### src/hdl/msta_pkg.sv
`timescale 1ns / 1ps

package msta_pkg;

   // Default slot count of the table
   localparam int unsigned ALARM_SLOTS_DEF = 8;

   // Field widths of one command and one response beat
   localparam int unsigned CMD_W    = 2;
   localparam int unsigned TICK_W   = 8;
   localparam int unsigned INDEX_W  = 3;
   localparam int unsigned MASK_W   = 8;

   // Command codes
   typedef enum logic [CMD_W-1:0] {
      CMD_SET   = 2'd0,
      CMD_CHG   = 2'd1,
      CMD_TICK  = 2'd2,
      CMD_NOP   = 2'd3
   } cmd_type;

   // Response status codes
   localparam logic STATUS_OK     = 1'b0;
   localparam logic STATUS_REJECT = 1'b1;

   // One command beat
   typedef struct packed {
      logic [CMD_W-1:0]   cmd;
      logic [TICK_W-1:0]  delay;
      logic               periodic;
      logic [INDEX_W-1:0] alarm_index;
   } req_type;

   // One response beat
   typedef struct packed {
      logic               status;
      logic [INDEX_W-1:0] granted_slot;
      logic [MASK_W-1:0]  fired_mask;
   } rsp_type;

endpackage

### src/hdl/msta_ifc.sv
`timescale 1ns / 1ps

// Command channel
interface msta_req_ifc;
   logic                            valid;
   logic                            ready;
   logic [msta_pkg::CMD_W-1:0]      cmd;
   logic [msta_pkg::TICK_W-1:0]     delay;
   logic                            periodic;
   logic [msta_pkg::INDEX_W-1:0]    alarm_index;

   modport source (output valid, cmd, delay, periodic, alarm_index, input ready);
   modport sink   (input valid, cmd, delay, periodic, alarm_index, output ready);
endinterface

// Response channel
interface msta_rsp_ifc;
   logic                            valid;
   logic                            ready;
   logic                            status;
   logic [msta_pkg::INDEX_W-1:0]    granted_slot;
   logic [msta_pkg::MASK_W-1:0]     fired_mask;

   modport source (output valid, status, granted_slot, fired_mask, input ready);
   modport sink   (input valid, status, granted_slot, fired_mask, output ready);
endinterface

### src/hdl/msta_slots.sv
`timescale 1ns / 1ps

module msta_slots #(
   parameter int unsigned ALARM_SLOTS = msta_pkg::ALARM_SLOTS_DEF
) (
   input  logic              clock,
   input  logic              reset,
   input  logic              cmd_accept,
   input  msta_pkg::req_type cmd_beat,
   output msta_pkg::rsp_type rsp_beat
);
   import msta_pkg::*;

   localparam int unsigned CNT_W = $clog2(ALARM_SLOTS + 1);

   // Slot state
   logic [TICK_W-1:0]      remain_ff [ALARM_SLOTS];
   logic [TICK_W-1:0]      remain_in [ALARM_SLOTS];
   logic [TICK_W-1:0]      period_ff [ALARM_SLOTS];
   logic [TICK_W-1:0]      period_in [ALARM_SLOTS];
   logic [ALARM_SLOTS-1:0] enabled_ff;
   logic [ALARM_SLOTS-1:0] enabled_in;
   logic [ALARM_SLOTS-1:0] periodic_ff;
   logic [ALARM_SLOTS-1:0] periodic_in;

   logic [ALARM_SLOTS-1:0] free_slots;
   logic [ALARM_SLOTS-1:0] grant_onehot;
   logic [INDEX_W-1:0]     grant_num;
   logic                   set_ok;
   logic [TICK_W-1:0]      dec_val;

   // Lowest free slot as a one-hot vector, then its number
   assign free_slots   = ~enabled_ff;
   assign grant_onehot = free_slots & (~free_slots + ALARM_SLOTS'(1));
   assign set_ok       = (cmd_beat.cmd == CMD_SET) && (cmd_beat.delay != '0) &&
                         (free_slots != '0);

   always_comb begin
      grant_num = '0;
      for (int k = 0; k < ALARM_SLOTS; k++) begin
         if (grant_onehot[k]) begin
            grant_num = grant_num | INDEX_W'(k);
         end
      end
   end

   // Next slot state and response, one lane per slot
   always_comb begin
      dec_val              = '0;
      rsp_beat.status      = STATUS_OK;
      rsp_beat.granted_slot = '0;
      rsp_beat.fired_mask  = '0;
      enabled_in           = enabled_ff;
      periodic_in          = periodic_ff;
      for (int k = 0; k < ALARM_SLOTS; k++) begin
         remain_in[k] = remain_ff[k];
         period_in[k] = period_ff[k];
      end
      case (cmd_beat.cmd)
         CMD_SET: begin
            if (set_ok) begin
               rsp_beat.granted_slot = grant_num;
               for (int k = 0; k < ALARM_SLOTS; k++) begin
                  if (grant_onehot[k]) begin
                     remain_in[k]   = cmd_beat.delay;
                     periodic_in[k] = cmd_beat.periodic;
                     enabled_in[k]  = 1'b1;
                     if (cmd_beat.periodic) begin
                        period_in[k] = cmd_beat.delay;
                     end
                  end
               end
            end else begin
               rsp_beat.status = STATUS_REJECT;
            end
         end
         CMD_CHG: begin
            for (int k = 0; k < ALARM_SLOTS; k++) begin
               if (k < 8 && cmd_beat.alarm_index == INDEX_W'(k)) begin
                  remain_in[k] = cmd_beat.delay;
                  period_in[k] = cmd_beat.delay;
               end
            end
         end
         CMD_TICK: begin
            for (int k = 0; k < ALARM_SLOTS; k++) begin
               dec_val = remain_ff[k] - TICK_W'(1);
               if (enabled_ff[k]) begin
                  remain_in[k] = dec_val;
                  if (dec_val == '0) begin
                     if (k < MASK_W) begin
                        rsp_beat.fired_mask[k % MASK_W] = 1'b1;
                     end
                     if (periodic_ff[k]) begin
                        remain_in[k] = period_ff[k];
                     end else begin
                        enabled_in[k] = 1'b0;
                     end
                  end
               end
            end
         end
         default: begin
            // no-op command: hold everything
         end
      endcase
   end

   // Commit slot state on an accepted beat
   always_ff @(posedge clock) begin
      if (reset) begin
         enabled_ff  <= '0;
         periodic_ff <= '0;
         for (int k = 0; k < ALARM_SLOTS; k++) begin
            remain_ff[k] <= '0;
            period_ff[k] <= '0;
         end
      end else if (cmd_accept) begin
         enabled_ff  <= enabled_in;
         periodic_ff <= periodic_in;
         for (int k = 0; k < ALARM_SLOTS; k++) begin
            remain_ff[k] <= remain_in[k];
            period_ff[k] <= period_in[k];
         end
      end
   end

   // A granted set enables exactly one more slot
   a_set_grows: assert property (@(posedge clock) disable iff (reset)
      cmd_accept && set_ok |=>
         CNT_W'($countones(enabled_ff)) == CNT_W'($countones($past(enabled_ff)) + 1))
      else $error("granted set did not enable exactly one slot");

   // A tick never enables a slot
   a_tick_shrinks: assert property (@(posedge clock) disable iff (reset)
      cmd_accept && cmd_beat.cmd == CMD_TICK |=>
         (enabled_ff & ~$past(enabled_ff)) == '0)
      else $error("tick enabled a slot");

   // Change delay leaves the enable and periodic flags alone
   a_chg_flags: assert property (@(posedge clock) disable iff (reset)
      cmd_accept && cmd_beat.cmd == CMD_CHG |=>
         $stable(enabled_ff) && $stable(periodic_ff))
      else $error("change delay touched slot flags");

endmodule

### src/hdl/multi_slot_tick_alarm_table_unit.sv
`timescale 1ns / 1ps
// Each accepted command's response is registered in the output or the skid stage.
// One command per cycle unless skid is full; update and allocation are combinational.
// An output register plus a skid stage let a command enter while a response waits.
// Reset (synchronous, active high) frees all slots and clears counts and periods.

module multi_slot_tick_alarm_table_unit #(
   parameter int unsigned ALARM_SLOTS = msta_pkg::ALARM_SLOTS_DEF
) (
   input  logic        clock,
   input  logic        reset,
   msta_req_ifc.sink   req_bus,
   msta_rsp_ifc.source rsp_bus
);
   import msta_pkg::*;

   req_type cmd_beat;
   rsp_type rsp_beat;
   logic    cmd_accept;

   rsp_type out_ff;
   rsp_type out_in;
   logic    out_valid_ff;
   logic    out_valid_in;
   rsp_type skid_ff;
   rsp_type skid_in;
   logic    skid_valid_ff;
   logic    skid_valid_in;

   // Gather the command beat
   assign cmd_beat.cmd         = req_bus.cmd;
   assign cmd_beat.delay       = req_bus.delay;
   assign cmd_beat.periodic    = req_bus.periodic;
   assign cmd_beat.alarm_index = req_bus.alarm_index;

   assign req_bus.ready = ~skid_valid_ff;
   assign cmd_accept    = req_bus.valid & req_bus.ready;

   msta_slots #(
      .ALARM_SLOTS (ALARM_SLOTS)
   ) u_slots (
      .clock      (clock),
      .reset      (reset),
      .cmd_accept (cmd_accept),
      .cmd_beat   (cmd_beat),
      .rsp_beat   (rsp_beat)
   );

   // Route the response into the output register or the skid stage
   always_comb begin
      out_in        = out_ff;
      out_valid_in  = out_valid_ff;
      skid_in       = skid_ff;
      skid_valid_in = skid_valid_ff;
      if (!out_valid_ff || rsp_bus.ready) begin
         if (skid_valid_ff) begin
            out_in        = skid_ff;
            out_valid_in  = 1'b1;
            skid_valid_in = 1'b0;
         end else begin
            out_in       = rsp_beat;
            out_valid_in = cmd_accept;
         end
      end else if (cmd_accept) begin
         skid_in       = rsp_beat;
         skid_valid_in = 1'b1;
      end
   end

   always_ff @(posedge clock) begin
      if (reset) begin
         out_valid_ff  <= 1'b0;
         skid_valid_ff <= 1'b0;
      end else begin
         out_valid_ff  <= out_valid_in;
         skid_valid_ff <= skid_valid_in;
      end
      out_ff  <= out_in;
      skid_ff <= skid_in;
   end

   // Drive the response channel
   assign rsp_bus.valid        = out_valid_ff;
   assign rsp_bus.status       = out_ff.status;
   assign rsp_bus.granted_slot = out_ff.granted_slot;
   assign rsp_bus.fired_mask   = out_ff.fired_mask;

   // The skid stage only fills behind a waiting output beat
   a_skid_behind: assert property (@(posedge clock) disable iff (reset)
      skid_valid_ff |-> out_valid_ff)
      else $error("skid holds a beat with the output register empty");

   // A held skid beat drains into the output register once the sink takes a beat
   a_skid_drain: assert property (@(posedge clock) disable iff (reset)
      skid_valid_ff && rsp_bus.ready |=> !skid_valid_ff && out_valid_ff)
      else $error("skid beat did not drain");

   // A rejected set carries no slot number and no fired slots
   a_reject_clean: assert property (@(posedge clock) disable iff (reset)
      out_valid_ff && out_ff.status == STATUS_REJECT |->
         out_ff.granted_slot == '0 && out_ff.fired_mask == '0)
      else $error("rejected set carries slot or fire bits");

endmodule
### src/flat_wrapper.sv
// flat-port wrapper written by rule: the top's interface ports become plain ports
module multi_slot_tick_alarm_table_unit_flat import msta_pkg::*;
#(
   parameter int unsigned ALARM_SLOTS = msta_pkg::ALARM_SLOTS_DEF
)
  (clock, reset, req_bus_valid, req_bus_cmd, req_bus_delay, req_bus_periodic, req_bus_alarm_index, req_bus_ready, rsp_bus_valid, rsp_bus_status, rsp_bus_granted_slot, rsp_bus_fired_mask, rsp_bus_ready);
  msta_req_ifc req_bus_i ();
  msta_rsp_ifc rsp_bus_i ();
  input  logic clock;
  input  logic reset;
  input wire logic [$bits(req_bus_i.valid)-1:0] req_bus_valid;
  input wire logic [$bits(req_bus_i.cmd)-1:0] req_bus_cmd;
  input wire logic [$bits(req_bus_i.delay)-1:0] req_bus_delay;
  input wire logic [$bits(req_bus_i.periodic)-1:0] req_bus_periodic;
  input wire logic [$bits(req_bus_i.alarm_index)-1:0] req_bus_alarm_index;
  output wire logic [$bits(req_bus_i.ready)-1:0] req_bus_ready;
  output wire logic [$bits(rsp_bus_i.valid)-1:0] rsp_bus_valid;
  output wire logic [$bits(rsp_bus_i.status)-1:0] rsp_bus_status;
  output wire logic [$bits(rsp_bus_i.granted_slot)-1:0] rsp_bus_granted_slot;
  output wire logic [$bits(rsp_bus_i.fired_mask)-1:0] rsp_bus_fired_mask;
  input wire logic [$bits(rsp_bus_i.ready)-1:0] rsp_bus_ready;
  assign req_bus_i.valid = req_bus_valid;
  assign req_bus_i.cmd = req_bus_cmd;
  assign req_bus_i.delay = req_bus_delay;
  assign req_bus_i.periodic = req_bus_periodic;
  assign req_bus_i.alarm_index = req_bus_alarm_index;
  assign req_bus_ready = req_bus_i.ready;
  assign rsp_bus_valid = rsp_bus_i.valid;
  assign rsp_bus_status = rsp_bus_i.status;
  assign rsp_bus_granted_slot = rsp_bus_i.granted_slot;
  assign rsp_bus_fired_mask = rsp_bus_i.fired_mask;
  assign rsp_bus_i.ready = rsp_bus_ready;
  multi_slot_tick_alarm_table_unit #(.ALARM_SLOTS(ALARM_SLOTS)) u_core (.clock(clock), .reset(reset), .req_bus(req_bus_i), .rsp_bus(rsp_bus_i));
endmodule
### config.mk
export PLATFORM = sky130hd
export DESIGN_NAME = multi_slot_tick_alarm_table_unit_flat
export DESIGN_NICKNAME = d
export VERILOG_FILES = /design/src/hdl/msta_pkg.sv /design/src/hdl/msta_ifc.sv /design/src/hdl/msta_slots.sv /design/src/hdl/multi_slot_tick_alarm_table_unit.sv /design/src/flat_wrapper.sv
export SDC_FILE = /design/constraint.sdc
export NUM_CORES = 1
export LEC_CHECK = 0
export ABC_CLOCK_PERIOD_IN_PS = 7740
export BUFFER_PORTS_ARGS = -buffer_cell sky130_fd_sc_hd__buf_2
export CORE_MARGIN = 2
export CORE_UTILIZATION = 67
export DETAILED_ROUTE_END_ITERATION = 7
export PLACE_DENSITY = 0.85
export SYNTH_ARGS = -nofsm -noshare
export SYNTH_HDL_FRONTEND = slang
export SYNTH_SLANG_ARGS = --single-unit
### constraint.sdc
create_clock -name clock -period 7.74 [get_ports clock]
set_input_delay 2.322 -clock clock [delete_from_list [all_inputs] [get_ports clock]]
set_output_delay 2.322 -clock clock [all_outputs]
set_load 0.01 [all_outputs]
==> flow_summary_export.csv <==
group,metric,value,unit
power_and_ir_drop,p_leak,0.00335,uW
sta,period_minus_slack,5.05,ns
critical_path,timing_worst_setup_path_type,"input pin to flip-flop",
clocking,clock-sinks,170,
detailed_routing,drc,0,
sta,slew_viol_final,0,
place,port_buffers,31,
detailed_routing,met3WireLength,2740,um
floorplanning,die_area,0.0139,mm2
floorplanning,die_y,118,um
floorplanning,num_io_pins,32,
critical_path,crit_arrival,5.10,ns
logic_synthesis,async_flop_share,0,
cells_and_area,seq_area,0.00492,mm2
critical_path,cp-end-kind,"flip-flop",
sta,worstMarginPinSlew,1.33,ns
global_route,grt_max_degree,64,
logic_synthesis,synth-seq-area-share,0.565,
clocking,ctsHtreeMaxLevel,4,
floorplanning,dieWidth,118,um
sta,skew,0.0103,ns
critical_path,cp-start-kind,"input pin",
clocking,insertion_delay,0.44,ns
cells_and_area,fillers,781,
outcome,outcome,"completed",
detailed_routing,ant_nets,0,
detailed_routing,wire_per_inst,22.6,um
critical_path,slowest_stage,"nand3_1",
logic_synthesis,ys_seq_elements,170,
logic_synthesis,synth_cells,784,
clocking,postCtsHoldBufs,0,
power_and_ir_drop,fin_total_pwr,2220,uW
hold_path,hold_class,"flip-flop to flip-flop",
clocking,cts_tree,"done",
logic_synthesis,synth_area_per_cell,11.1,um2
cells_and_area,syn_to_final_growth,9.36,%
power_and_ir_drop,power.density,233,mW/mm2
sta,max_freq,0.198,GHz
power_and_ir_drop,ir_drop,160,uV
clocking,numCtsBuffers,17,
floorplanning,initial_core_util,0.688,
hold_path,worstHoldStart,"u_core.u_slots.periodic_ff[6]",
logic_synthesis,yosys_warnings,0,
logic_synthesis,synth.distinct_cells,71,
global_route,grt_pass1_vias,6298,
detailed_routing,top_layer,"met4",
clocking,post-cts-setup-buffers,0,
detailed_routing,vias_per_cell,6.95,
job,max_cap_violations,0,
detailed_routing,vias,6869,
cells_and_area,nets,841,
detailed_routing,drtPass1Iterations,6,
cells_and_area,drive_gt1_frac,0.111,
place,gp_congestion,0.983,
place,dp_hpwl,15300,um
critical_path,worstPathCellList,"buf_2, inv_1, nand3_1, nor2_1, nor3_1",
floorplanning,coreArea,0.0127,mm2
detailed_routing,wl,22300,um
sta,period_share,0.652,
global_route,antenna_found_initial,0,
logic_synthesis,synth_edf_count,152,
sta,hold_viol,0,
critical_path,crit_path_start,"reset",
sta,relSlewSlack,0.105,
critical_path,slowest_delay,0.91,ns
critical_path,reg2reg_from,"u_core.skid_valid_ff",
critical_path,r2r_slack,4.71,ns
detailed_routing,first_iter_violations,1292,
logic_synthesis,synth_area,0.00871,mm2
critical_path,crit_fanout,31,
sta,setup_violations,0,
critical_path,worstReg2RegEnd,"u_core.u_slots.period_ff[0][4]",
critical_path,path_delay_family,"simple AND/OR/NAND/NOR gates",
clocking,clk_pin_slew,0.06,ns
global_route,overflow,0,
logic_synthesis,synth_nets,821,
clocking,ctsResizeCount,0,
hold_path,hold_path_end,"u_core.u_slots.periodic_ff[6]",
cells_and_area,diodes,0,
clocking,clock-root-buffer,"clkbuf_16",
cells_and_area,final_cell_area,0.00953,mm2
critical_path,worstPathRequired,7.79,ns
clocking,cts_buffer_depth,2,
global_route,track_usage,0.321,
hold_path,whs_path_depth,2,
detailed_routing,dr_wl_met2,10300,um
floorplanning,row_count,41,
logic_synthesis,synth_flop_cell,"edfxtp_1",
sta,setup_tns,0,ns
place,place_area,0.00898,mm2
critical_path,cp_num_buf_inv,2,
global_route,grt_pass1_wl,34100,um
critical_path,reg2reg_depth,5,
cells_and_area,multi_input_area,0.00354,mm2
detailed_routing,wl_met1,8570,um
sta,rsz0062_at_grt,"false",
==> routing by layer <==
| layer | GRT usage | vias to the layer above |
|---|---|---|
| li1 | - | 3009 |
| met1 | 0.441 | 3209 |
| met2 | 0.499 | 558 |
| met3 | 0.0799 | 93 |
| met4 | 0.121 | 0 |
| met5 | 0 | - |
==> layout make-up <==
class                   instances  share of cell area
clock buffers                  22              0.0466
inverters                      29              0.0114
multi-input cells             550               0.372
flip-flops and latches        170               0.517
well taps                     172              0.0226
clock inverters                10              0.0106
repair buffers                 36              0.0202
==> cell families (layout without fill, tap and decap cells) <==
kind of cell    count (synthesis)  after routing  share of synthesized area
compound gates                179            179                      0.133
xor+xnor                       43             43                     0.0432
fa+ha+maj                      19             19                     0.0273
buf+inv                        64             97                     0.0286
flops                         170            170                      0.565
mux                            19             19                     0.0235
simple gates                  290            290                      0.179
==> placed cells by master (no fill, tap or decap), types with 7 or more instances in the layout <==
cell type / n
ha_1: 18
nand3b_1: 10
and3_1: 13
nand2b_1: 8
clkbuf_16: 17
inv_1: 29
nor3b_1: 7
nor2_1: 64
dfxtp_1: 18
xnor2_1: 24
buf_2: 31
nor3_1: 24
or3_1: 7
nor2b_1: 11
nand4_1: 15
mux2i_1: 10
or4_1: 7
o21ai_0: 48
xor2_1: 19
nand2_1: 63
o31ai_1: 12
and2_1: 9
nand3_1: 16
a31oi_1: 38
a21oi_1: 36
edfxtp_1: 152
nor4_1: 9
mux2_2: 8
==> registers in the layout, summed over array words and instances, names as in the netlist <==
signal,cells
u_core.rsp_bus.fired_mask,8
u_core.rsp_bus.granted_slot,3
u_core.rsp_bus.status,1
u_core.rsp_bus.valid,1
u_core.skid_ff,12
u_core.skid_valid_ff,1
u_core.u_slots.enabled_ff,8
u_core.u_slots.period_ff,64
u_core.u_slots.periodic_ff,8
u_core.u_slots.remain_ff,64
==> synth_stat cells (all sizes together) (3+ instances only) <==
| cell type | count | area, um2 |
|---|---|---|
| nand2 | 63 | 236 |
| xor2 | 19 | 166 |
| dfxtp | 18 | 360 |
| o21ai | 49 | 257 |
| mux2i | 10 | 100 |
| o211ai | 3 | 22.5 |
| and3b | 3 | 26.3 |
| inv | 29 | 109 |
| a41oi | 4 | 42.6 |
| a21oi | 37 | 189 |
| o31ai | 12 | 90.1 |
| nor3b | 8 | 65.1 |
| mux2 | 9 | 105 |
| a311oi | 5 | 61.3 |
| nand4 | 16 | 106 |
| o41ai | 5 | 43.8 |
| nor2b | 11 | 68.8 |
| clkbuf | 32 | 123 |
| nor2 | 65 | 246 |
| ha | 19 | 238 |
| buf | 3 | 17.5 |
| or3 | 7 | 43.8 |
| or2 | 6 | 37.5 |
| xnor2 | 24 | 210 |
| or4 | 9 | 75.1 |
| nand2b | 8 | 50.1 |
| edfxtp | 152 | 4560 |
| a22oi | 3 | 22.5 |
| nand3b | 10 | 75.1 |
| nand3 | 16 | 80.1 |
| and2 | 9 | 56.3 |
| nor4 | 13 | 106 |
| a31oi | 38 | 238 |
| nor3 | 26 | 140 |
| and3 | 13 | 81.3 |
==> worst max path at each step <==
stage,endpoint,slack [ns],depth (start not counted)
3_5_place_dp,u_core.u_slots.remain_ff[0][17],2.36,5
4_1_cts,u_core.u_slots.remain_ff[0][27],2.79,5
6_report,u_core.u_slots.remain_ff[0][27],2.69,5
3_3_place_gp,u_core.u_slots.remain_ff[0][8],2.57,5
2_1_floorplan,u_core.u_slots.remain_ff[0][24],3.58,7
5_1_grt,u_core.u_slots.remain_ff[0][8],2.46,5
==> metrics by stage <==
| step | hold WS (ns) | util | std cells | worst slack, ns |
|---|---|---|---|---|
| after floorplan | 0.451 | - | 784 | 3.58 |
| after global placement | 0.505 | 0.709 | 957 | 2.57 |
| after detailed placement | 0.520 | 0.709 | 957 | 2.36 |
| after CTS | 0.532 | 0.752 | 989 | 2.79 |
| after global routing | 0.546 | 0.752 | 989 | 2.46 |
| final | 0.534 | 0.752 | 989 | 2.69 |
==> power by group <==
| part | switching (uW) | leakage [uW] | internal, uW | total [uW] |
|---|---|---|---|---|
| logic | 182 | 0.00139 | 93.2 | 276 |
| registers | 54.3 | 0.00170 | 1080 | 1140 |
| clock network | 335 | 0.000262 | 469 | 804 |
| total | 572 | 0.00335 | 1650 | 2220 |
==> worst register-to-register path: cells and delay by family, from the launching register on <==
| family | cells | cell delay (ns) |
|---|---|---|
| AOI/OAI and AO/OA | 1 | 0.17 |
| buffers and inverters | 1 | 0.40 |
| DFF | 1 | 0.40 |
| and+or+nand+nor | 3 | 1.68 |
No activity file was read; power rests on OpenSTA's default activity.
